<file path="src/design/assert_macros.svh">
// Assertion macros used by the search core.
`ifndef ASSERT_MACROS_SVH
`define ASSERT_MACROS_SVH

// Check a property on every rising clock edge outside reset.
`define ASSERT_PROP(label, clk, rst, prop, msg) \
   label: assert property (@(posedge clk) disable iff (rst) (prop)) else $error(msg);

// Check that a condition in one cycle implies another in the same cycle.
`define ASSERT_IMPLY(label, clk, rst, ante, cons, msg) \
   label: assert property (@(posedge clk) disable iff (rst) (ante) |-> (cons)) else $error(msg);

`endif

</file>
<file path="src/design/btts_pkg.sv">
// Shared types and constants of the BER-TLV tag search block.
package btts_pkg;

   localparam int REQ_TDATA_W = 24;
   localparam int RSP_TDATA_W = 40;
   localparam int CSR_ADDR_W  = 3;
   localparam int CSR_DATA_W  = 32;

   localparam logic [CSR_ADDR_W-1:0] CSR_TARGET_TAG_ADDR = 3'd0;

   localparam logic [7:0] TAG_NUMBER_MASK = 8'h1F;
   localparam logic [7:0] TAG_CONSTRUCTED = 8'h20;
   localparam logic [7:0] LEN_LONG_FORM   = 8'h80;
   localparam logic [7:0] LEN_COUNT_MASK  = 8'h7F;

   typedef struct packed {
      logic        found;
      logic [15:0] value_offset;
      logic [15:0] value_length;
      logic        depth_exceeded;
   } result_type;

endpackage

</file>
<file path="src/design/btts_parser.sv">
// Byte-wise TLV parser: header decode, level stack and search state.
module btts_parser #(
   parameter int MAX_DEPTH = 8
) (
   input  logic                 clock,
   input  logic                 reset,
   input  logic                 step,
   input  logic [7:0]           data_byte,
   input  logic                 first_byte,
   input  logic [15:0]          buffer_length,
   input  logic [15:0]          target_tag,
   output logic                 res_valid,
   output btts_pkg::result_type res
);
   import btts_pkg::*;

   localparam int CW = $clog2(MAX_DEPTH + 1);
   localparam int SW = (MAX_DEPTH > 1) ? $clog2(MAX_DEPTH) : 1;

   typedef enum logic [2:0] {
      PH_TAG1,
      PH_TAG2,
      PH_LEN1,
      PH_LENX,
      PH_SKIP
   } phase_type;

   logic [15:0]   pos_ff, pos_in, pos_e;
   logic [15:0]   total_ff, total_in, total_e;
   phase_type     phase_ff, phase_in, phase_e;
   logic [15:0]   tag_ff, tag_in, tag_e;
   logic [15:0]   len_ff, len_in, len_e;
   logic [6:0]    left_ff, left_in, left_e;
   logic [16:0]   skip_ff, skip_in, skip_e;
   logic [16:0]   end_ff, end_in, end_e;
   logic [CW-1:0] count_ff, count_in, count_e;
   logic          done_ff, done_in, done_e;
   logic          ovf_ff, ovf_in, ovf_e;
   logic [16:0]   stack_ff [MAX_DEPTH];

   logic          restart, zero_len, act, hit;
   phase_type     phase_dec, hdr_phase, phase_mid, phase_pop, phase_fin;
   logic [15:0]   tag_dec, len_dec, hdr_len, pos_n;
   logic [6:0]    left_dec;
   logic          hdr_fire;
   logic [16:0]   vend, hdr_skip, skip_mid, top_end;
   logic [7:0]    first_tb;
   logic          overrun, match, constructed, room, push, ovf_hit, done_fin;
   logic [CW-1:0] cnt_p, count_new;
   logic [16:0]   end_eff [MAX_DEPTH];
   logic [MAX_DEPTH-1:0] keep, top_sel;

   // Effective state: a first byte starts from the cleared state.
   assign restart  = step && first_byte;
   assign zero_len = restart && (buffer_length == 16'd0);

   always_comb begin
      if (restart) begin
         pos_e   = '0;
         total_e = buffer_length;
         phase_e = PH_TAG1;
         tag_e   = '0;
         len_e   = '0;
         left_e  = '0;
         skip_e  = '0;
         end_e   = {1'b0, buffer_length};
         count_e = '0;
         done_e  = 1'b0;
         ovf_e   = 1'b0;
      end else begin
         pos_e   = pos_ff;
         total_e = total_ff;
         phase_e = phase_ff;
         tag_e   = tag_ff;
         len_e   = len_ff;
         left_e  = left_ff;
         skip_e  = skip_ff;
         end_e   = end_ff;
         count_e = count_ff;
         done_e  = done_ff;
         ovf_e   = ovf_ff;
      end
   end

   assign act = step && !zero_len && !done_e;

   // Tag and length byte decode.
   always_comb begin
      tag_dec   = tag_e;
      len_dec   = len_e;
      left_dec  = left_e;
      phase_dec = phase_e;
      hdr_fire  = 1'b0;
      hdr_len   = '0;
      unique case (phase_e)
         PH_TAG1: begin
            tag_dec   = {8'h00, data_byte};
            phase_dec = ((data_byte & TAG_NUMBER_MASK) == TAG_NUMBER_MASK) ? PH_TAG2 : PH_LEN1;
         end
         PH_TAG2: begin
            tag_dec   = {tag_e[7:0], data_byte};
            phase_dec = PH_LEN1;
         end
         PH_LEN1: begin
            if ((data_byte & LEN_LONG_FORM) != 8'h00) begin
               left_dec = 7'(data_byte & LEN_COUNT_MASK);
               len_dec  = '0;
               if (left_dec == 7'd0) begin
                  hdr_fire = 1'b1;
               end else begin
                  phase_dec = PH_LENX;
               end
            end else begin
               hdr_fire = 1'b1;
               hdr_len  = {8'h00, data_byte};
            end
         end
         PH_LENX: begin
            len_dec  = {len_e[7:0], data_byte};
            left_dec = (left_e != 7'd0) ? left_e - 7'd1 : left_e;
            if (left_dec == 7'd0) begin
               hdr_fire = 1'b1;
               hdr_len  = len_dec;
            end
         end
         PH_SKIP: begin
         end
         default: begin
         end
      endcase
   end

   // Header complete: overrun, match, descend or skip.
   assign vend        = {1'b0, pos_e} + 17'd1 + {1'b0, hdr_len};
   assign first_tb    = (tag_e[15:8] != 8'h00) ? tag_e[15:8] : tag_e[7:0];
   assign overrun     = vend > end_e;
   assign match       = hdr_fire && !overrun && (tag_e == target_tag);
   assign constructed = (first_tb & TAG_CONSTRUCTED) != 8'h00;
   assign room        = count_e < CW'(MAX_DEPTH);
   assign push        = hdr_fire && !overrun && !match && constructed && room;
   assign ovf_hit     = hdr_fire && !overrun && !match && constructed && !room;
   assign hit         = act && match;

   always_comb begin
      hdr_phase = PH_TAG1;
      hdr_skip  = skip_e;
      if (overrun) begin
         hdr_phase = PH_SKIP;
         hdr_skip  = end_e;
      end else if (!push && (hdr_len != 16'd0)) begin
         hdr_phase = PH_SKIP;
         hdr_skip  = vend;
      end
   end

   // Close every level whose end has been reached; ends grow towards the bottom.
   assign pos_n = pos_e + 16'd1;
   assign cnt_p = count_e + CW'(push);

   always_comb begin
      count_new = '0;
      top_end   = '0;
      for (int i = 0; i < MAX_DEPTH; i++) begin
         end_eff[i] = (push && (count_e == CW'(i))) ? vend : stack_ff[i];
         keep[i]    = (CW'(i) < cnt_p) && (end_eff[i] > {1'b0, pos_n});
      end
      for (int i = 0; i < MAX_DEPTH; i++) begin
         top_sel[i] = keep[i] && ((i == MAX_DEPTH - 1) || !keep[(i + 1) % MAX_DEPTH]);
         count_new  = count_new + CW'(keep[i]);
         top_end    = top_end | (top_sel[i] ? end_eff[i] : 17'd0);
      end
      if (count_new == '0) begin
         top_end = {1'b0, total_e};
      end
   end

   assign phase_mid = hdr_fire ? hdr_phase : phase_dec;
   assign skip_mid  = hdr_fire ? hdr_skip : skip_e;
   assign phase_pop = (count_new != cnt_p) ? PH_TAG1 : phase_mid;
   assign phase_fin = ((phase_pop == PH_SKIP) && ({1'b0, pos_n} >= skip_mid)) ? PH_TAG1 : phase_pop;
   assign done_fin  = pos_n >= total_e;

   // Next state and result.
   always_comb begin
      pos_in    = pos_e;
      total_in  = total_e;
      phase_in  = phase_e;
      tag_in    = tag_e;
      len_in    = len_e;
      left_in   = left_e;
      skip_in   = skip_e;
      end_in    = end_e;
      count_in  = count_e;
      done_in   = done_e;
      ovf_in    = ovf_e;
      res_valid = 1'b0;
      res       = '0;
      if (zero_len) begin
         done_in   = 1'b1;
         res_valid = 1'b1;
      end else if (act) begin
         tag_in  = tag_dec;
         len_in  = hdr_fire ? hdr_len : len_dec;
         left_in = left_dec;
         skip_in = skip_mid;
         ovf_in  = ovf_e | ovf_hit;
         if (hit) begin
            done_in            = 1'b1;
            res_valid          = 1'b1;
            res.found          = 1'b1;
            res.value_offset   = pos_n;
            res.value_length   = hdr_len;
            res.depth_exceeded = ovf_e;
         end else begin
            pos_in   = pos_n;
            count_in = count_new;
            end_in   = top_end;
            phase_in = phase_fin;
            done_in  = done_fin;
            if (done_fin) begin
               res_valid          = 1'b1;
               res.depth_exceeded = ovf_e | ovf_hit;
            end
         end
      end
   end

   always_ff @(posedge clock) begin
      if (reset) begin
         pos_ff   <= '0;
         total_ff <= '0;
         phase_ff <= PH_TAG1;
         tag_ff   <= '0;
         len_ff   <= '0;
         left_ff  <= '0;
         skip_ff  <= '0;
         end_ff   <= '0;
         count_ff <= '0;
         done_ff  <= 1'b1;
         ovf_ff   <= 1'b0;
      end else begin
         pos_ff   <= pos_in;
         total_ff <= total_in;
         phase_ff <= phase_in;
         tag_ff   <= tag_in;
         len_ff   <= len_in;
         left_ff  <= left_in;
         skip_ff  <= skip_in;
         end_ff   <= end_in;
         count_ff <= count_in;
         done_ff  <= done_in;
         ovf_ff   <= ovf_in;
      end
   end

   // Level ends; an entry is read only after it was pushed.
   always_ff @(posedge clock) begin
      if (act && push) begin
         stack_ff[count_e[SW-1:0]] <= vend;
      end
   end

endmodule

</file>
<file path="src/design/btts_rsp_skid.sv">
// Two-entry result buffer: output register plus skid register.
module btts_rsp_skid (
   input  logic                 clock,
   input  logic                 reset,
   input  logic                 in_valid,
   output logic                 in_ready,
   input  btts_pkg::result_type in_res,
   output logic                 out_valid,
   input  logic                 out_ready,
   output btts_pkg::result_type out_res
);
   import btts_pkg::*;

   logic       main_valid_ff, main_valid_in;
   logic       skid_valid_ff, skid_valid_in;
   result_type main_ff, main_in;
   result_type skid_ff, skid_in;
   logic       pop, push;

   assign in_ready  = !skid_valid_ff;
   assign out_valid = main_valid_ff;
   assign out_res   = main_ff;
   assign pop       = main_valid_ff && out_ready;
   assign push      = in_valid && !skid_valid_ff;

   always_comb begin
      main_valid_in = main_valid_ff;
      skid_valid_in = skid_valid_ff;
      main_in       = main_ff;
      skid_in       = skid_ff;
      if (skid_valid_ff) begin
         if (pop) begin
            main_in       = skid_ff;
            skid_valid_in = 1'b0;
         end
      end else if (push) begin
         main_valid_in = 1'b1;
         if (!main_valid_ff || pop) begin
            main_in = in_res;
         end else begin
            skid_in       = in_res;
            skid_valid_in = 1'b1;
         end
      end else if (pop) begin
         main_valid_in = 1'b0;
      end
   end

   always_ff @(posedge clock) begin
      if (reset) begin
         main_valid_ff <= 1'b0;
         skid_valid_ff <= 1'b0;
      end else begin
         main_valid_ff <= main_valid_in;
         skid_valid_ff <= skid_valid_in;
      end
      main_ff <= main_in;
      skid_ff <= skid_in;
   end

endmodule

</file>
<file path="src/design/ber_tlv_tag_search_core.sv">
// BER-TLV tag search: scans one buffer byte per clock for a configured tag and reports
// the first match in preorder (value offset and length) or not-found at the last byte.
// Each accepted byte is parsed in the cycle it arrives; the result, if the byte causes
// one, is registered in a two-entry output buffer and is presented from there on the rsp
// channel. A new byte is taken every clock as long as the output buffer has room; the
// input stalls only when both buffer entries hold results the consumer has not taken.
// Nested constructed elements open levels on a stack of MAX_DEPTH end positions held in
// registers; deeper constructed elements are skipped and flagged with depth_exceeded.
// The target tag register sits at byte address 0 of the csr port (first tag byte high).
`include "assert_macros.svh"

module ber_tlv_tag_search_core #(
   parameter int MAX_DEPTH = 8
) (
   input  logic                                 clock,
   input  logic                                 reset,
   // Byte stream in
   input  logic                                 req_tvalid,
   output logic                                 req_tready,
   // [7:0] data_byte, [23:8] buffer_length
   input  logic [btts_pkg::REQ_TDATA_W-1:0]     req_tdata,
   // [0] first_byte
   input  logic                                 req_tuser,
   // Search result out
   output logic                                 rsp_tvalid,
   input  logic                                 rsp_tready,
   // [15:0] value_offset, [31:16] value_length, [32] depth_exceeded, [39:33] zero
   output logic [btts_pkg::RSP_TDATA_W-1:0]     rsp_tdata,
   // [0] found
   output logic                                 rsp_tuser,
   // Configuration
   input  logic                                 csr_psel,
   input  logic                                 csr_penable,
   input  logic                                 csr_pwrite,
   input  logic [btts_pkg::CSR_ADDR_W-1:0]      csr_paddr,
   input  logic [btts_pkg::CSR_DATA_W-1:0]      csr_pwdata,
   output logic [btts_pkg::CSR_DATA_W-1:0]      csr_prdata,
   output logic                                 csr_pready
);
   import btts_pkg::*;

   logic [15:0] target_ff, target_in;
   logic        csr_wr;
   logic        step;
   logic        res_valid;
   result_type  res;
   result_type  out_res;

   // Register access: zero wait states, write on the access phase.
   assign csr_pready = 1'b1;
   assign csr_wr     = csr_psel && csr_penable && csr_pwrite && csr_pready;
   assign target_in  = (csr_wr && (csr_paddr == CSR_TARGET_TAG_ADDR)) ?
                       csr_pwdata[15:0] : target_ff;
   assign csr_prdata = (csr_paddr == CSR_TARGET_TAG_ADDR) ?
                       {16'h0000, target_ff} : '0;

   always_ff @(posedge clock) begin
      if (reset) begin
         target_ff <= '0;
      end else begin
         target_ff <= target_in;
      end
   end

   // A byte transaction advances the parser.
   assign step = req_tvalid && req_tready;

   btts_parser #(
      .MAX_DEPTH (MAX_DEPTH)
   ) u_parser (
      .clock         (clock),
      .reset         (reset),
      .step          (step),
      .data_byte     (req_tdata[7:0]),
      .first_byte    (req_tuser),
      .buffer_length (req_tdata[23:8]),
      .target_tag    (target_ff),
      .res_valid     (res_valid),
      .res           (res)
   );

   // Hold results here so the consumer can stall without losing one.
   btts_rsp_skid u_rsp_skid (
      .clock     (clock),
      .reset     (reset),
      .in_valid  (res_valid),
      .in_ready  (req_tready),
      .in_res    (res),
      .out_valid (rsp_tvalid),
      .out_ready (rsp_tready),
      .out_res   (out_res)
   );

   assign rsp_tuser = out_res.found;
   assign rsp_tdata = {7'h00, out_res.depth_exceeded, out_res.value_length,
                       out_res.value_offset};

   // A not-found transaction carries zero offset and length.
   `ASSERT_IMPLY(a_notfound_zero, clock, reset, rsp_tvalid && !rsp_tuser,
                 rsp_tdata[31:0] == 32'h0, "not-found result with nonzero offset or length")
   // The input stalls only when a result is waiting.
   `ASSERT_IMPLY(a_stall_backed, clock, reset, !req_tready, rsp_tvalid,
                 "input stalled with empty output")
   // A fresh result follows a byte transaction.
   `ASSERT_PROP(a_result_cause, clock, reset,
                (rsp_tvalid && !$past(rsp_tvalid)) |-> $past(req_tvalid && req_tready),
                "result appeared without an input transaction")
   // A register write lands in the target tag.
   `ASSERT_PROP(a_csr_write, clock, reset,
                ($past(csr_wr && (csr_paddr == CSR_TARGET_TAG_ADDR)) && !$past(reset))
                |-> (target_ff == $past(csr_pwdata[15:0])),
                "target tag write lost")

endmodule

</file>
<file path="config.mk">
export PLATFORM = sky130hd
export DESIGN_NAME = ber_tlv_tag_search_core
export DESIGN_NICKNAME = d
export VERILOG_FILES = /design/src/design/btts_pkg.sv /design/src/design/btts_parser.sv /design/src/design/btts_rsp_skid.sv /design/src/design/ber_tlv_tag_search_core.sv
export VERILOG_INCLUDE_DIRS = /design/src /design/src/design
export SDC_FILE = /design/constraint.sdc
export NUM_CORES = 1
export LEC_CHECK = 0
export CORE_UTILIZATION = 24
export DETAILED_ROUTE_END_ITERATION = 16
export DONT_BUFFER_PORTS = 1
export SYNTH_ARGS = -nofsm -noshare
export SYNTH_HDL_FRONTEND = slang
export SYNTH_SLANG_ARGS = --single-unit
</file>
<file path="constraint.sdc">
create_clock -name clock -period 40.6 [get_ports clock]
set_input_delay 2.03 -clock clock [delete_from_list [all_inputs] [get_ports clock]]
set_output_delay 2.03 -clock clock [all_outputs]
set_load 0.005 [all_outputs]
</file>
==> flow_summary.ini <==
[logic_synthesis]
postSynthRegisterBits = 328
ys.flop_type = edfxtp_1
yosys_top_cell_area_share = 0.287
most_frequent_cell_after_synthesis = nand2_1
synth_async_sr_flop_share = 0
syn_avg_cell_area_sq_um = 9.10
synthTopCellsByCount = 318 x nand2_1, 204 x edfxtp_1, 201 x ha_1
synthCells = 2346
synth-seq-area-share = 0.403
synth_enable_flop_cells = 204
synth_cell_types = 91
post_synthesis_cell_type_with_the_largest_combined_area = edfxtp_1
ys.warnings.count = 0
netlist_area_sq_um = 21400
ys_top_cells_by_area = edfxtp_1 29%, ha_1 12%, dfxtp_1 12%

[clock_tree]
numCtsBuffers = 37
tritoncts = done
clock_latency_ns = 0.57
clkSlewWorstSetupHoldPaths_ns = 0.06
clk_root_buffer_cell = clkbuf_16
cts_max_path_buffers = 3
ctsHoldBuffers = 0
cts_resized = 0
cts_num_sinks = 328
htree_num_levels = 2
post_cts_buffers = 0

[hold_path]
whs_endpoint = target_ff[8]
worstHoldPathCells = 2
worst_hold_path_type = flop to flop
hold_path.startpoint = target_ff[8]

[global_route]
track_usage = 0.161
first_global_vias = 16900
largest_net_degree_at_the_start_of_global_routing = 70
use_met2 = 0.249
met1_usage = 0.207
busiest_layer = met2
antenna_found_initial = 8
grt_pass1_wl_mm = 110
residual_overflow_from_global_routing = 0
grt_util_met3 = 0.0395

[power_and_ir_drop]
switching_share = 0.246
power_density_nw_per_um2 = 32.3
power_switching_uw = 191
power_uw = 777
clock_power_share = 0.467
ir_drop_v = 0.0000316
p_seq_frac = 0.461
internal_power_uw = 586
power_frac_comb = 0.072
power_leakage_nw = 9.43

[worst_setup_path]
regToRegStartpoint = u_rsp_skid.skid_valid_ff
ff2ff_path_depth = 53
cp.arrival_ns = 17.33
crit_path_top_delay_cell = a2111oi_1
critical_path_maximum_fanout = 69
startpoint_kind_of_the_worst_setup_timing_path = input port
crit_path_frequent_cell = o21a_1
cp.required_ns = 40.98
timing.setup.critical_path_class = input port to flop
setup.worst_path.end_class = flop
critical_path.max_stage_delay_ns = 1.21
regToRegEndpoint = u_parser.end_ff[12]
reg2reg_setup_slack_ns = 24.71

[routing]
dr.pass1.iters = 5
dr_total_vias = 18300
avgRoutedWirePerCell_microns = 21.3
drc = 0
routed_wl_mm = 74.8
dr.first_iter.drc_count = 1805
final_antenna_net_count = 0
viasPerCell = 5.20

[timing]
fin_setup_tns_ns = 0
max-slew-margin-rel = 0.0185
report.final.setup_viol = 0
max_freq_ghz = 0.0590
finalWorstSetupSlack_ns = 23.65
finalClockSkew_ns = 0.0192
rsz0062_at_grt = no
report.final.slew_viol_count = 0
finalWorstPathRequiredPeriod_ns = 16.95
layout_worst_path_cycle_share = 0.417
number_of_hold_violations_in_the_final_report = 0
worst_slew_pin_slew_ns = 1.47

[floorplan]
placeable_core_region_sq_um = 88200
die_area_sq_um = 90200
floorplan.initialDensity = 0.242
fp.dieH_microns = 300
row_count = 109
number_of_primary_i_o_pins = 143
die_width_microns = 300

[placement]
numPortBuffers = 0
dp.final_hpwl_mm = 54.5
routabilityCongestion = 1.00
dp_worst_setup_slack_ns = 23.61

[flow_run]
maxCapViolations = 1

[cells_and_area]
drive_gt1_frac = 0.0800
flow.area_growth_from_synthesis_pct = 12.6
fin_nets = 2593

[status]
outcome = complete, but fails checks
failing_checks = capacitance limit
## state kept, by name (all words and copies together), names as in the netlist, 3 cells and up
| name | count |
|---|---|
| u_parser.stack_ff | 136 |
| u_parser.phase_ff | 3 |
| u_rsp_skid.out_res | 34 |
| u_parser.end_ff | 17 |
| u_parser.pos_ff | 16 |
| u_parser.len_ff | 8 |
| u_parser.skip_ff | 17 |
| u_parser.left_ff | 7 |
| u_parser.tag_ff | 16 |
| u_rsp_skid.skid_ff | 34 |
| target_ff | 16 |
| u_parser.total_ff | 16 |
| u_parser.count_ff | 4 |
## metrics by stage
step / hold slack [ns] / utilization / instance area (sq um) / instances
after floorplan: 0.438 / - / 21400 / 2368
after global placement: 0.453 / 0.258 / 22700 / 3446
after detailed placement: 0.463 / 0.258 / 22700 / 3446
after CTS: 0.481 / 0.272 / 24000 / 3514
after global routing: 0.487 / 0.272 / 24000 / 3516
final: 0.480 / 0.272 / 24000 / 3516
## cell families (layout without fill, tap and decap cells)
logic type | Yosys count | in the layout | synth area share
simple gates | 854 | 854 | 0.192
compound gates | 646 | 646 | 0.196
flops | 328 | 328 | 0.403
buf+inv | 218 | 199 | 0.0435
fa+ha+maj | 207 | 207 | 0.123
xor+xnor | 57 | 57 | 0.0234
mux | 34 | 34 | 0.0176
other cells | 2 | 26 | 0.000352
## layout by cell type (no fill, tap or decap), drive strengths merged, types with 16 or more instances in the layout
cell    instances
nor2          173
a221o          22
mux2           26
conb           24
edfxtp        204
o21a           28
xnor2          41
buf            56
xor2           16
inv            79
nand2b         25
nand3          56
a31oi          20
a21oi         162
nor4           18
clkbuf         45
o21ai         186
and3           38
nand2         318
a211oi         20
nand4          43
and2           60
nor3           36
ha            201
nor2b          39
dfxtp         124
a21o           70
## area by class of cell
cell class / count / area (sq um)
clock inverter: 23 / 272
clock buffer: 45 / 1020
fill: 9313 / 64200
tap: 1165 / 1460
antenna: 2 / 5.00
sequential: 328 / 8610
inverter: 75 / 282
timing repair buffer: 56 / 420
multi-input combinational: 1822 / 12000
## worst max-delay path by stage
| stage | startpoint | endpoint | slack [ns] |
|---|---|---|---|
| 2_1_floorplan | req_tvalid | u_parser.end_ff[4] | 24.52 |
| 3_3_place_gp | req_tvalid | u_parser.end_ff[12] | 23.63 |
| 3_5_place_dp | req_tvalid | u_parser.end_ff[12] | 23.61 |
| 4_1_cts | req_tvalid | u_parser.end_ff[12] | 24.19 |
| 5_1_grt | req_tuser | u_parser.end_ff[12] | 23.01 |
| 6_report | req_tvalid | u_parser.end_ff[12] | 23.65 |
## power groups by stage
stage	Combinational [mW]	Clock [mW]	Sequential, mW
2_1_floorplan	0.0405	0	0.364
3_3_place_gp	0.0537	0	0.365
3_5_place_dp	0.0543	0	0.365
4_1_cts	0.0546	0.370	0.358
5_1_grt	0.0604	0.382	0.358
6_report	0.0558	0.363	0.358
## worst max-delay path, delay by kind of cell
family / cells / cell delay, ns
XOR/XNOR: 2 / 1.01
buffers and inverters: 6 / 2.09
adder cells (fa/ha/maj): 9 / 3.61
AND/OR/NAND/NOR: 12 / 2.46
AO/OA/AOI/OAI: 22 / 5.27
multiplexers: 2 / 0.79
## layer usage
layer / vias up / part of all wire
li1: 8536 / -
met1: 8706 / 0.41
met2: 827 / 0.44
met3: 200 / 0.092
met4: 8 / 0.056
met5: - / 0.00067
No activity file was read; power rests on OpenSTA's default activity.
